**src/rtl/core/stx_length_checksum_deframer_unit_defines.svh**
```systemverilog
// ----------------------------------------------------------------------------
// STX length/checksum deframer assertion macros
// Clocked assertion helpers shared by the deframer RTL.
// ----------------------------------------------------------------------------
`ifndef STX_LENGTH_CHECKSUM_DEFRAMER_UNIT_DEFINES_SVH
`define STX_LENGTH_CHECKSUM_DEFRAMER_UNIT_DEFINES_SVH

`ifndef SYNTH
// Check an implication on every clock edge outside reset.
`define STXLCD_ASSERT(label, clk, rst_n, prop) \
    label: assert property (@(posedge clk) disable iff (!(rst_n)) (prop)) \
        else $error("deframer assertion failed");
// Check that a condition never holds outside reset.
`define STXLCD_NEVER(label, clk, rst_n, cond) \
    label: assert property (@(posedge clk) disable iff (!(rst_n)) !(cond)) \
        else $error("deframer forbidden condition seen");
`else
`define STXLCD_ASSERT(label, clk, rst_n, prop)
`define STXLCD_NEVER(label, clk, rst_n, cond)
`endif

`endif

```
**src/rtl/core/stxlcd_pkg.sv**
```systemverilog
// ----------------------------------------------------------------------------
// STX deframer package
// Types and constants shared by the deframer modules.
// ----------------------------------------------------------------------------
package stxlcd_pkg;

    localparam int unsigned BYTE_W = 8;
    localparam int unsigned CFG_IDX_W = 2;

    localparam logic [CFG_IDX_W-1:0] REG_START_CODE = 2'd0;
    localparam logic [CFG_IDX_W-1:0] REG_MAX_LENGTH = 2'd1;

    localparam logic [BYTE_W-1:0] START_CODE_RST = 8'd0;
    localparam logic [BYTE_W-1:0] MAX_LENGTH_RST = 8'd34;

    typedef enum logic [1:0] {
        PH_HUNT   = 2'd0,
        PH_LENGTH = 2'd1,
        PH_BODY   = 2'd2,
        PH_CHECK  = 2'd3
    } t_phase;

    typedef enum logic [1:0] {
        KIND_BODY   = 2'd0,
        KIND_GOOD   = 2'd1,
        KIND_BADSUM = 2'd2,
        KIND_BADLEN = 2'd3
    } t_kind;

    typedef struct packed {
        t_kind             kind;
        logic [BYTE_W-1:0] position;
        logic [BYTE_W-1:0] data_byte;
        logic              last;
    } t_result;

    typedef struct packed {
        logic    has_result;
        t_result result;
    } t_step;

endpackage

```
**src/rtl/core/stxlcd_in_stage.sv**
```systemverilog
// ----------------------------------------------------------------------------
// STX deframer input stage
// Registers one received byte until the frame logic consumes it.
// ----------------------------------------------------------------------------
module stxlcd_in_stage (
    input  logic                           i_clk,
    input  logic                           i_rst_n,
    input  logic                           i_valid,
    output logic                           o_ready,
    input  logic [stxlcd_pkg::BYTE_W-1:0]  i_byte,
    input  logic                           i_advance,
    output logic                           o_valid,
    output logic [stxlcd_pkg::BYTE_W-1:0]  o_byte
);

    logic                          r_valid;
    logic                          n_valid;
    logic [stxlcd_pkg::BYTE_W-1:0] r_byte;
    logic                          w_take;

    assign o_ready = !r_valid || i_advance;
    assign w_take  = i_valid && o_ready;

    always_comb begin
        n_valid = r_valid;
        if (w_take) begin
            n_valid = 1'b1;
        end else if (i_advance) begin
            n_valid = 1'b0;
        end
    end

    always_ff @(posedge i_clk) begin
        if (!i_rst_n) begin
            r_valid <= 1'b0;
        end else begin
            r_valid <= n_valid;
        end
    end

    always_ff @(posedge i_clk) begin
        if (w_take) begin
            r_byte <= i_byte;
        end
    end

    assign o_valid = r_valid;
    assign o_byte  = r_byte;

endmodule

```
**src/rtl/core/stxlcd_core.sv**
```systemverilog
// ----------------------------------------------------------------------------
// STX deframer frame engine
// Tracks frame phase, length, position and checksum; forms one result.
// ----------------------------------------------------------------------------
module stxlcd_core (
    input  logic                           i_clk,
    input  logic                           i_rst_n,
    input  logic                           i_advance,
    input  logic [stxlcd_pkg::BYTE_W-1:0]  i_byte,
    input  logic [stxlcd_pkg::BYTE_W-1:0]  i_start_code,
    input  logic [stxlcd_pkg::BYTE_W-1:0]  i_max_length,
    output stxlcd_pkg::t_step              o_step
);

    stxlcd_pkg::t_phase            r_phase;
    stxlcd_pkg::t_phase            n_phase;
    logic [stxlcd_pkg::BYTE_W-1:0] r_frame_length;
    logic [stxlcd_pkg::BYTE_W-1:0] n_frame_length;
    logic [stxlcd_pkg::BYTE_W-1:0] r_byte_index;
    logic [stxlcd_pkg::BYTE_W-1:0] n_byte_index;
    logic [stxlcd_pkg::BYTE_W-1:0] r_running_sum;
    logic [stxlcd_pkg::BYTE_W-1:0] n_running_sum;
    logic [stxlcd_pkg::BYTE_W-1:0] w_index_inc;
    logic [stxlcd_pkg::BYTE_W-1:0] w_sum_inc;
    logic                          w_len_bad;

    assign w_index_inc = r_byte_index + 8'd1;
    assign w_sum_inc   = r_running_sum + i_byte;
    assign w_len_bad   = i_byte > i_max_length;

    // Next phase
    always_comb begin
        n_phase = r_phase;
        case (r_phase)
            stxlcd_pkg::PH_HUNT: begin
                if (i_byte == i_start_code) begin
                    n_phase = stxlcd_pkg::PH_LENGTH;
                end
            end
            stxlcd_pkg::PH_LENGTH: begin
                if (w_len_bad || i_byte == 8'd0) begin
                    n_phase = stxlcd_pkg::PH_HUNT;
                end else if (i_byte == 8'd1) begin
                    n_phase = stxlcd_pkg::PH_CHECK;
                end else begin
                    n_phase = stxlcd_pkg::PH_BODY;
                end
            end
            stxlcd_pkg::PH_BODY: begin
                if (w_index_inc >= r_frame_length) begin
                    n_phase = stxlcd_pkg::PH_CHECK;
                end
            end
            stxlcd_pkg::PH_CHECK: begin
                n_phase = stxlcd_pkg::PH_HUNT;
            end
            default: begin
                n_phase = stxlcd_pkg::PH_HUNT;
            end
        endcase
    end

    // Frame counters and result
    always_comb begin
        n_frame_length            = r_frame_length;
        n_byte_index              = r_byte_index;
        n_running_sum             = r_running_sum;
        o_step.has_result         = 1'b0;
        o_step.result.kind        = stxlcd_pkg::KIND_BODY;
        o_step.result.position    = w_index_inc;
        o_step.result.data_byte   = i_byte;
        o_step.result.last        = 1'b0;
        case (r_phase)
            stxlcd_pkg::PH_HUNT: begin
                if (i_byte == i_start_code) begin
                    n_byte_index  = 8'd0;
                    n_running_sum = 8'd0;
                end
            end
            stxlcd_pkg::PH_LENGTH: begin
                o_step.result.position = 8'd1;
                o_step.result.last     = 1'b1;
                if (w_len_bad) begin
                    o_step.has_result  = 1'b1;
                    o_step.result.kind = stxlcd_pkg::KIND_BADLEN;
                end else begin
                    // Zero length: the length byte doubles as the checksum
                    n_frame_length = i_byte;
                    n_running_sum  = i_byte;
                    n_byte_index   = 8'd1;
                    if (i_byte == 8'd0) begin
                        o_step.has_result  = 1'b1;
                        o_step.result.kind = stxlcd_pkg::KIND_GOOD;
                    end
                end
            end
            stxlcd_pkg::PH_BODY: begin
                n_byte_index      = w_index_inc;
                n_running_sum     = w_sum_inc;
                o_step.has_result = 1'b1;
            end
            stxlcd_pkg::PH_CHECK: begin
                o_step.has_result  = 1'b1;
                o_step.result.last = 1'b1;
                o_step.result.kind = (i_byte == r_running_sum) ?
                                     stxlcd_pkg::KIND_GOOD : stxlcd_pkg::KIND_BADSUM;
            end
            default: begin
                o_step.has_result = 1'b0;
            end
        endcase
    end

    always_ff @(posedge i_clk) begin
        if (!i_rst_n) begin
            r_phase        <= stxlcd_pkg::PH_HUNT;
            r_frame_length <= 8'd0;
            r_byte_index   <= 8'd0;
            r_running_sum  <= 8'd0;
        end else if (i_advance) begin
            r_phase        <= n_phase;
            r_frame_length <= n_frame_length;
            r_byte_index   <= n_byte_index;
            r_running_sum  <= n_running_sum;
        end
    end

endmodule

```
**src/rtl/core/stxlcd_out_stage.sv**
```systemverilog
// ----------------------------------------------------------------------------
// STX deframer result register
// Holds one result transaction until the receiver takes it.
// ----------------------------------------------------------------------------
module stxlcd_out_stage (
    input  logic                  i_clk,
    input  logic                  i_rst_n,
    input  logic                  i_load,
    input  stxlcd_pkg::t_result   i_result,
    output logic                  o_free,
    output logic                  o_valid,
    input  logic                  i_ready,
    output stxlcd_pkg::t_result   o_result
);

    logic                r_valid;
    logic                n_valid;
    stxlcd_pkg::t_result r_result;

    assign o_free = !r_valid || i_ready;

    always_comb begin
        n_valid = r_valid;
        if (i_load) begin
            n_valid = 1'b1;
        end else if (i_ready) begin
            n_valid = 1'b0;
        end
    end

    always_ff @(posedge i_clk) begin
        if (!i_rst_n) begin
            r_valid <= 1'b0;
        end else begin
            r_valid <= n_valid;
        end
    end

    always_ff @(posedge i_clk) begin
        if (i_load) begin
            r_result <= i_result;
        end
    end

    assign o_valid  = r_valid;
    assign o_result = r_result;

endmodule

```
**src/rtl/core/stx_length_checksum_deframer_unit.sv**
```systemverilog
// ----------------------------------------------------------------------------
// STX length/checksum deframer
// Pulls start/length/body/checksum frames out of a received byte stream.
// ----------------------------------------------------------------------------
// Usage:
//   Input channel (i_valid/o_ready, i_rx_byte) takes one received byte per
//   transaction. Output channel (o_valid/i_ready) returns at most one result
//   transaction per byte: a body byte with its frame position, or a status
//   (frame good, checksum error, length error) flagged by o_last.
//   Path: a byte is held in the input register, its result in the result register.
//   Throughput: one byte per cycle unless a result is blocked, set by the
//   combinational frame engine between the input and result registers.
//   Stall: while the receiver holds i_ready low, one more byte is still
//   taken into the input register; bytes that give no result keep flowing.
//   Reset (synchronous, i_rst_n low): hunt for the start code, start code 0,
//   max length 34, both registers empty.
//   Configuration: i_cfg_we writes i_cfg_data to register i_cfg_index
//   (0 start code, 1 max length); other indexes are ignored. Write only
//   while the block is idle.
// ----------------------------------------------------------------------------
`include "stx_length_checksum_deframer_unit_defines.svh"

module stx_length_checksum_deframer_unit (
    input  logic                              i_clk,
    input  logic                              i_rst_n,
    // byte input
    input  logic                              i_valid,
    output logic                              o_ready,
    input  logic [stxlcd_pkg::BYTE_W-1:0]     i_rx_byte,
    // result output
    output logic                              o_valid,
    input  logic                              i_ready,
    output logic [1:0]                        o_kind,
    output logic [stxlcd_pkg::BYTE_W-1:0]     o_position,
    output logic [stxlcd_pkg::BYTE_W-1:0]     o_data_byte,
    output logic                              o_last,
    // configuration
    input  logic                              i_cfg_we,
    input  logic [stxlcd_pkg::CFG_IDX_W-1:0]  i_cfg_index,
    input  logic [stxlcd_pkg::BYTE_W-1:0]     i_cfg_data
);

    logic [stxlcd_pkg::BYTE_W-1:0] r_start_code;
    logic [stxlcd_pkg::BYTE_W-1:0] r_max_length;

    logic                          w_s1_valid;
    logic [stxlcd_pkg::BYTE_W-1:0] w_s1_byte;
    logic                          w_advance;
    logic                          w_out_free;
    stxlcd_pkg::t_step             w_step;
    stxlcd_pkg::t_result           w_out_result;

    // Configuration registers; unknown indexes drop the write
    always_ff @(posedge i_clk) begin
        if (!i_rst_n) begin
            r_start_code <= stxlcd_pkg::START_CODE_RST;
            r_max_length <= stxlcd_pkg::MAX_LENGTH_RST;
        end else if (i_cfg_we) begin
            if (i_cfg_index == stxlcd_pkg::REG_START_CODE) begin
                r_start_code <= i_cfg_data;
            end else if (i_cfg_index == stxlcd_pkg::REG_MAX_LENGTH) begin
                r_max_length <= i_cfg_data;
            end
        end
    end

    // Advance the held byte unless its result would find the result register busy
    assign w_advance = w_s1_valid && (!w_step.has_result || w_out_free);

    stxlcd_in_stage u_in_stage (
        .i_clk     (i_clk),
        .i_rst_n   (i_rst_n),
        .i_valid   (i_valid),
        .o_ready   (o_ready),
        .i_byte    (i_rx_byte),
        .i_advance (w_advance),
        .o_valid   (w_s1_valid),
        .o_byte    (w_s1_byte)
    );

    stxlcd_core u_core (
        .i_clk        (i_clk),
        .i_rst_n      (i_rst_n),
        .i_advance    (w_advance),
        .i_byte       (w_s1_byte),
        .i_start_code (r_start_code),
        .i_max_length (r_max_length),
        .o_step       (w_step)
    );

    stxlcd_out_stage u_out_stage (
        .i_clk    (i_clk),
        .i_rst_n  (i_rst_n),
        .i_load   (w_advance && w_step.has_result),
        .i_result (w_step.result),
        .o_free   (w_out_free),
        .o_valid  (o_valid),
        .i_ready  (i_ready),
        .o_result (w_out_result)
    );

    assign o_kind      = w_out_result.kind;
    assign o_position  = w_out_result.position;
    assign o_data_byte = w_out_result.data_byte;
    assign o_last      = w_out_result.last;

    // Status results, and only they, close a frame
    `STXLCD_ASSERT(a_last_on_status, i_clk, i_rst_n,
        o_valid |-> (o_last == (o_kind != stxlcd_pkg::KIND_BODY)))
    // Body bytes follow start and length, so never sit at position 0 or 1
    `STXLCD_NEVER(a_body_position, i_clk, i_rst_n,
        o_valid && o_kind == stxlcd_pkg::KIND_BODY && o_position < 8'd2)
    // A held byte that cannot advance stays put
    `STXLCD_ASSERT(a_hold_input, i_clk, i_rst_n,
        (w_s1_valid && !w_advance) |=> (w_s1_valid && $stable(w_s1_byte)))
    // Input backpressure only comes from a blocked byte in the input register
    `STXLCD_ASSERT(a_ready_cause, i_clk, i_rst_n,
        !o_ready |-> (w_s1_valid && w_step.has_result && o_valid && !i_ready))

endmodule

```
**config.mk**
```make
export PLATFORM = sky130hd
export DESIGN_NAME = stx_length_checksum_deframer_unit
export DESIGN_NICKNAME = d
export VERILOG_FILES = /design/src/rtl/core/stxlcd_pkg.sv /design/src/rtl/core/stxlcd_in_stage.sv /design/src/rtl/core/stxlcd_core.sv /design/src/rtl/core/stxlcd_out_stage.sv /design/src/rtl/core/stx_length_checksum_deframer_unit.sv
export VERILOG_INCLUDE_DIRS = /design/src /design/src/rtl/core
export SDC_FILE = /design/constraint.sdc
export NUM_CORES = 1
export LEC_CHECK = 0
export ABC_AREA = 1
export BUFFER_PORTS_ARGS = -buffer_cell sky130_fd_sc_hd__buf_2
export CAP_MARGIN = 20
export CELL_PAD_IN_SITES_DETAIL_PLACEMENT = 0
export CELL_PAD_IN_SITES_GLOBAL_PLACEMENT = 1
export CORE_UTILIZATION = 39
export CTS_CLUSTER_SIZE = 40
export DETAILED_ROUTE_END_ITERATION = 10
export PLACE_DENSITY = 0.78
export SYNTH_ARGS = -nofsm -noshare
export SYNTH_HDL_FRONTEND = slang
export SYNTH_SLANG_ARGS = --single-unit
```
**constraint.sdc**
```tcl
create_clock -name i_clk -period 2.6 [get_ports i_clk]
set_clock_uncertainty 0.1 [all_clocks]
set_input_delay 0.26 -clock i_clk [delete_from_list [all_inputs] [get_ports i_clk]]
set_output_delay 0.26 -clock i_clk [all_outputs]
set_load 0.005 [all_outputs]
```
==> impl_metrics.tcl <==
set metrics [dict create \
    outcome "finished clean" \
    finalInstanceArea_um2 4823 \
    via_per_inst 4.850 \
    clkTransAtPathRegs_ns 0.09 \
    ys.flop_type "dfxtp_1" \
    ys_types 35 \
    worst_pin_slew_ns 0.7742 \
    area_growth_syn_to_layout_pct 23.32 \
    power_density_nw_per_um2 471.6 \
    rsz0062_at_grt "true" \
    placed_area_um2 4370 \
    place_hpwl_um 7335 \
    top_level_ports 44 \
    synth_top_area_frac 0.2252 \
    maxCapViolCount 0 \
    first_pass_iters 4 \
    synth-seq-area-share 0.4325 \
    clkLatencyLatePin_ns 0.35 \
    root_buffer "clkbuf_8" \
    routed_wl_um 9922 \
    crit_type "reg2out" \
    drive_gt1_frac 0.2169 \
    arrival_ns 2.14 \
    leakagePower_nw 2.175 \
    grt_max_degree 26 \
    fp-row-count 36 \
    die_x_um 102.1 \
    antenna_cells 0 \
    detail-route-antenna-nets 0 \
    die-area_um2 10430 \
    period_minus_slack_ns 2.497 \
    endpoint_kind "primary output" \
    core_area_um2 9729 \
    synth_most_common_cell "nand2_1" \
    synthCells 502 \
    async_flop_share 0 \
    cts_sinks 71 \
    overflow 0 \
    clockBufferDepth 2 \
    drc 0 \
    io_buffers 43 \
    cts_tree "done" \
    worstSetupStartpointType "register" \
    start_util 0.4020 \
    synth_edf_count 27 \
    grt_pass1_vias 3388 \
    cts_made_buffers 9 \
    avgSynthCellArea_um2 7.791 \
    total_power_mw 2.275 \
    setup-violations-final 0 \
    route.detailed.wl_per_inst_um 13.90 \
    max_clock_freq_ghz 0.4005 \
    final_max_slew_viol_count 0 \
    final_cells 714 \
    crit_fanout 3 \
    grt_pass1_wl_um 16480 \
    place_inst 682 \
    die_h_um 102.1 \
    antenna_found_initial 0 \
    yosys-top-cells-count "nand2_1 (108), inv_1 (79), nor2_1 (54)" \
    grt_usage 0.2111 \
    fin_nets 628 \
    drtIter0Drc 174 \
    ys_seq_elements 71 \
    gp_congestion 0.8558 \
    syn_nets 554 \
    hp-class "in2reg" \
    yosys.area.top_type "dfxtp_1" \
    fin_crit_sh 0.9604 \
    synth_area_um2 3911 \
    num_vias 3463 \
    synth_area_leaders "dfxtp_1 (23%), edfxtp_1 (21%), nand2_1 (10%), ha_1 (9.0%), inv_1 (7.6%)" \
    hold_viol_final 0 \
    ys.warnings.count 0 \
    htree_levels 3 \
    relSlewSlack 0.4833 \
    setup_tns_ns 0 \
    regToRegSetupSlack_ns 0.14 \
    cp_data_required_time_ns 2.24 \
    max-vdd-ir-drop_mv 0.2376 \
]
[stage by stage]
step,setup slack [ns],hold WS [ns],util
after global routing,-0.09693,0.05913,0.4958
after detailed placement,0.05701,0.3381,0.4492
after global placement,0.1283,0.3364,0.4492
after floorplan,0.03267,0.2589,-
final,0.1030,0.04760,0.4958
after CTS,0.01106,0.03203,0.4779
[flip-flops by register name, indices dropped and copies added, names as in the netlist, named ones only]
signal                 flops
u_core.r_phase             1
u_out_stage.o_valid        1
u_core.r_running_sum       8
r_start_code               8
u_in_stage.o_valid         1
u_in_stage.o_byte          8
u_core.r_frame_length      8
u_core.r_byte_index        8
r_max_length               8
u_out_stage.o_result      19
[cell type report]
| cell class | instances | area [um^2] |
|---|---|---|
| multi-input cells | 333 | 1946 |
| clock inverters | 7 | 67.56 |
| fillers | 997 | 4906 |
| repair buffers | 77 | 509.2 |
| flip-flops and latches | 71 | 1695 |
| clock buffers | 9 | 123.9 |
| well taps | 133 | 166.4 |
| inverters | 84 | 315.3 |
[final timing paths]
check / start / end / cells past startpoint
worst max-delay path: u_in_stage.o_byte[1]$_DFFE_PP_ / o_ready / 13
worst min-delay path: i_cfg_data[6] / r_start_code[6]$_SDFFE_PN0P_ / 3
worst max register to register: u_core.r_byte_index[0]$_SDFFE_PN0P_ / register / 15
worst min register to register: u_core.r_running_sum[5]$_SDFFE_PN0P_ / u_core.r_running_sum[5]$_SDFFE_PN0P_ / 2
[metal layers]
metal	share of wire	GRT usage	wire (um)	up-vias
met5	0	0	0	-
met2	0.47	0.3459	4651	97
met1	0.44	0.2773	4371	1573
li1	-	-	-	1769
met4	0.028	0.09231	282	0
met3	0.062	0.03010	616	24
[power by group]
group	total [mW]	switching (mW)	internal, mW
sequential	1.19	0.0151	1.17
clock	0.892	0.447	0.445
combinational	0.197	0.116	0.0814
[critical path, stage by stage, from the launching register on]
cell	delay (ns)
edfxtp_1	0.46
ha_4	0.31
nand2_2	0.04
nand2_2	0.06
nand2_1	0.05
nand2_1	0.05
nand2_1	0.04
nand2_1	0.07
nand2_2	0.08
nand2_4	0.10
nand2_4	0.07
a21oi_4	0.18
nand3_2	0.12
buf_6	0.16
[cell usage in the layout (no fill, tap or decap), types with 8 or more instances in the layout]
master / n
ha_1: 24
buf_4: 25
a21oi_1: 35
dlygate4sd3_1: 8
nand4_1: 20
nand2_1: 104
clkbuf_8: 9
nor2_1: 52
nand3_1: 18
edfxtp_1: 27
inv_1: 75
buf_2: 42
dfxtp_1: 41
inv_2: 8
o21ai_0: 25
[repair_timing]
action / 4_1_cts / 5_1_grt
endpoints found under the hold margin: 8 / 0
gates resized for setup: 0 / 30
setup buffers: 1 / 7
pin swaps: 0 / 25
endpoints found under the setup margin: 1 / 42
hold buffers: 8 / 0
[kinds of logic (layout without fill, tap and decap cells)]
| kind of cell | after synthesis | after routing | synth area share |
|---|---|---|---|
| AND/OR/NAND/NOR | 221 | 221 | 0.2505 |
| buffers and inverters | 98 | 177 | 0.09853 |
| AO/OA/AOI/OAI | 74 | 74 | 0.1036 |
| flip-flops | 71 | 71 | 0.4325 |
| adder cells (fa/ha/maj) | 29 | 29 | 0.09469 |
| XOR/XNOR | 9 | 9 | 0.02015 |
(Power assumes the default switching activity.)
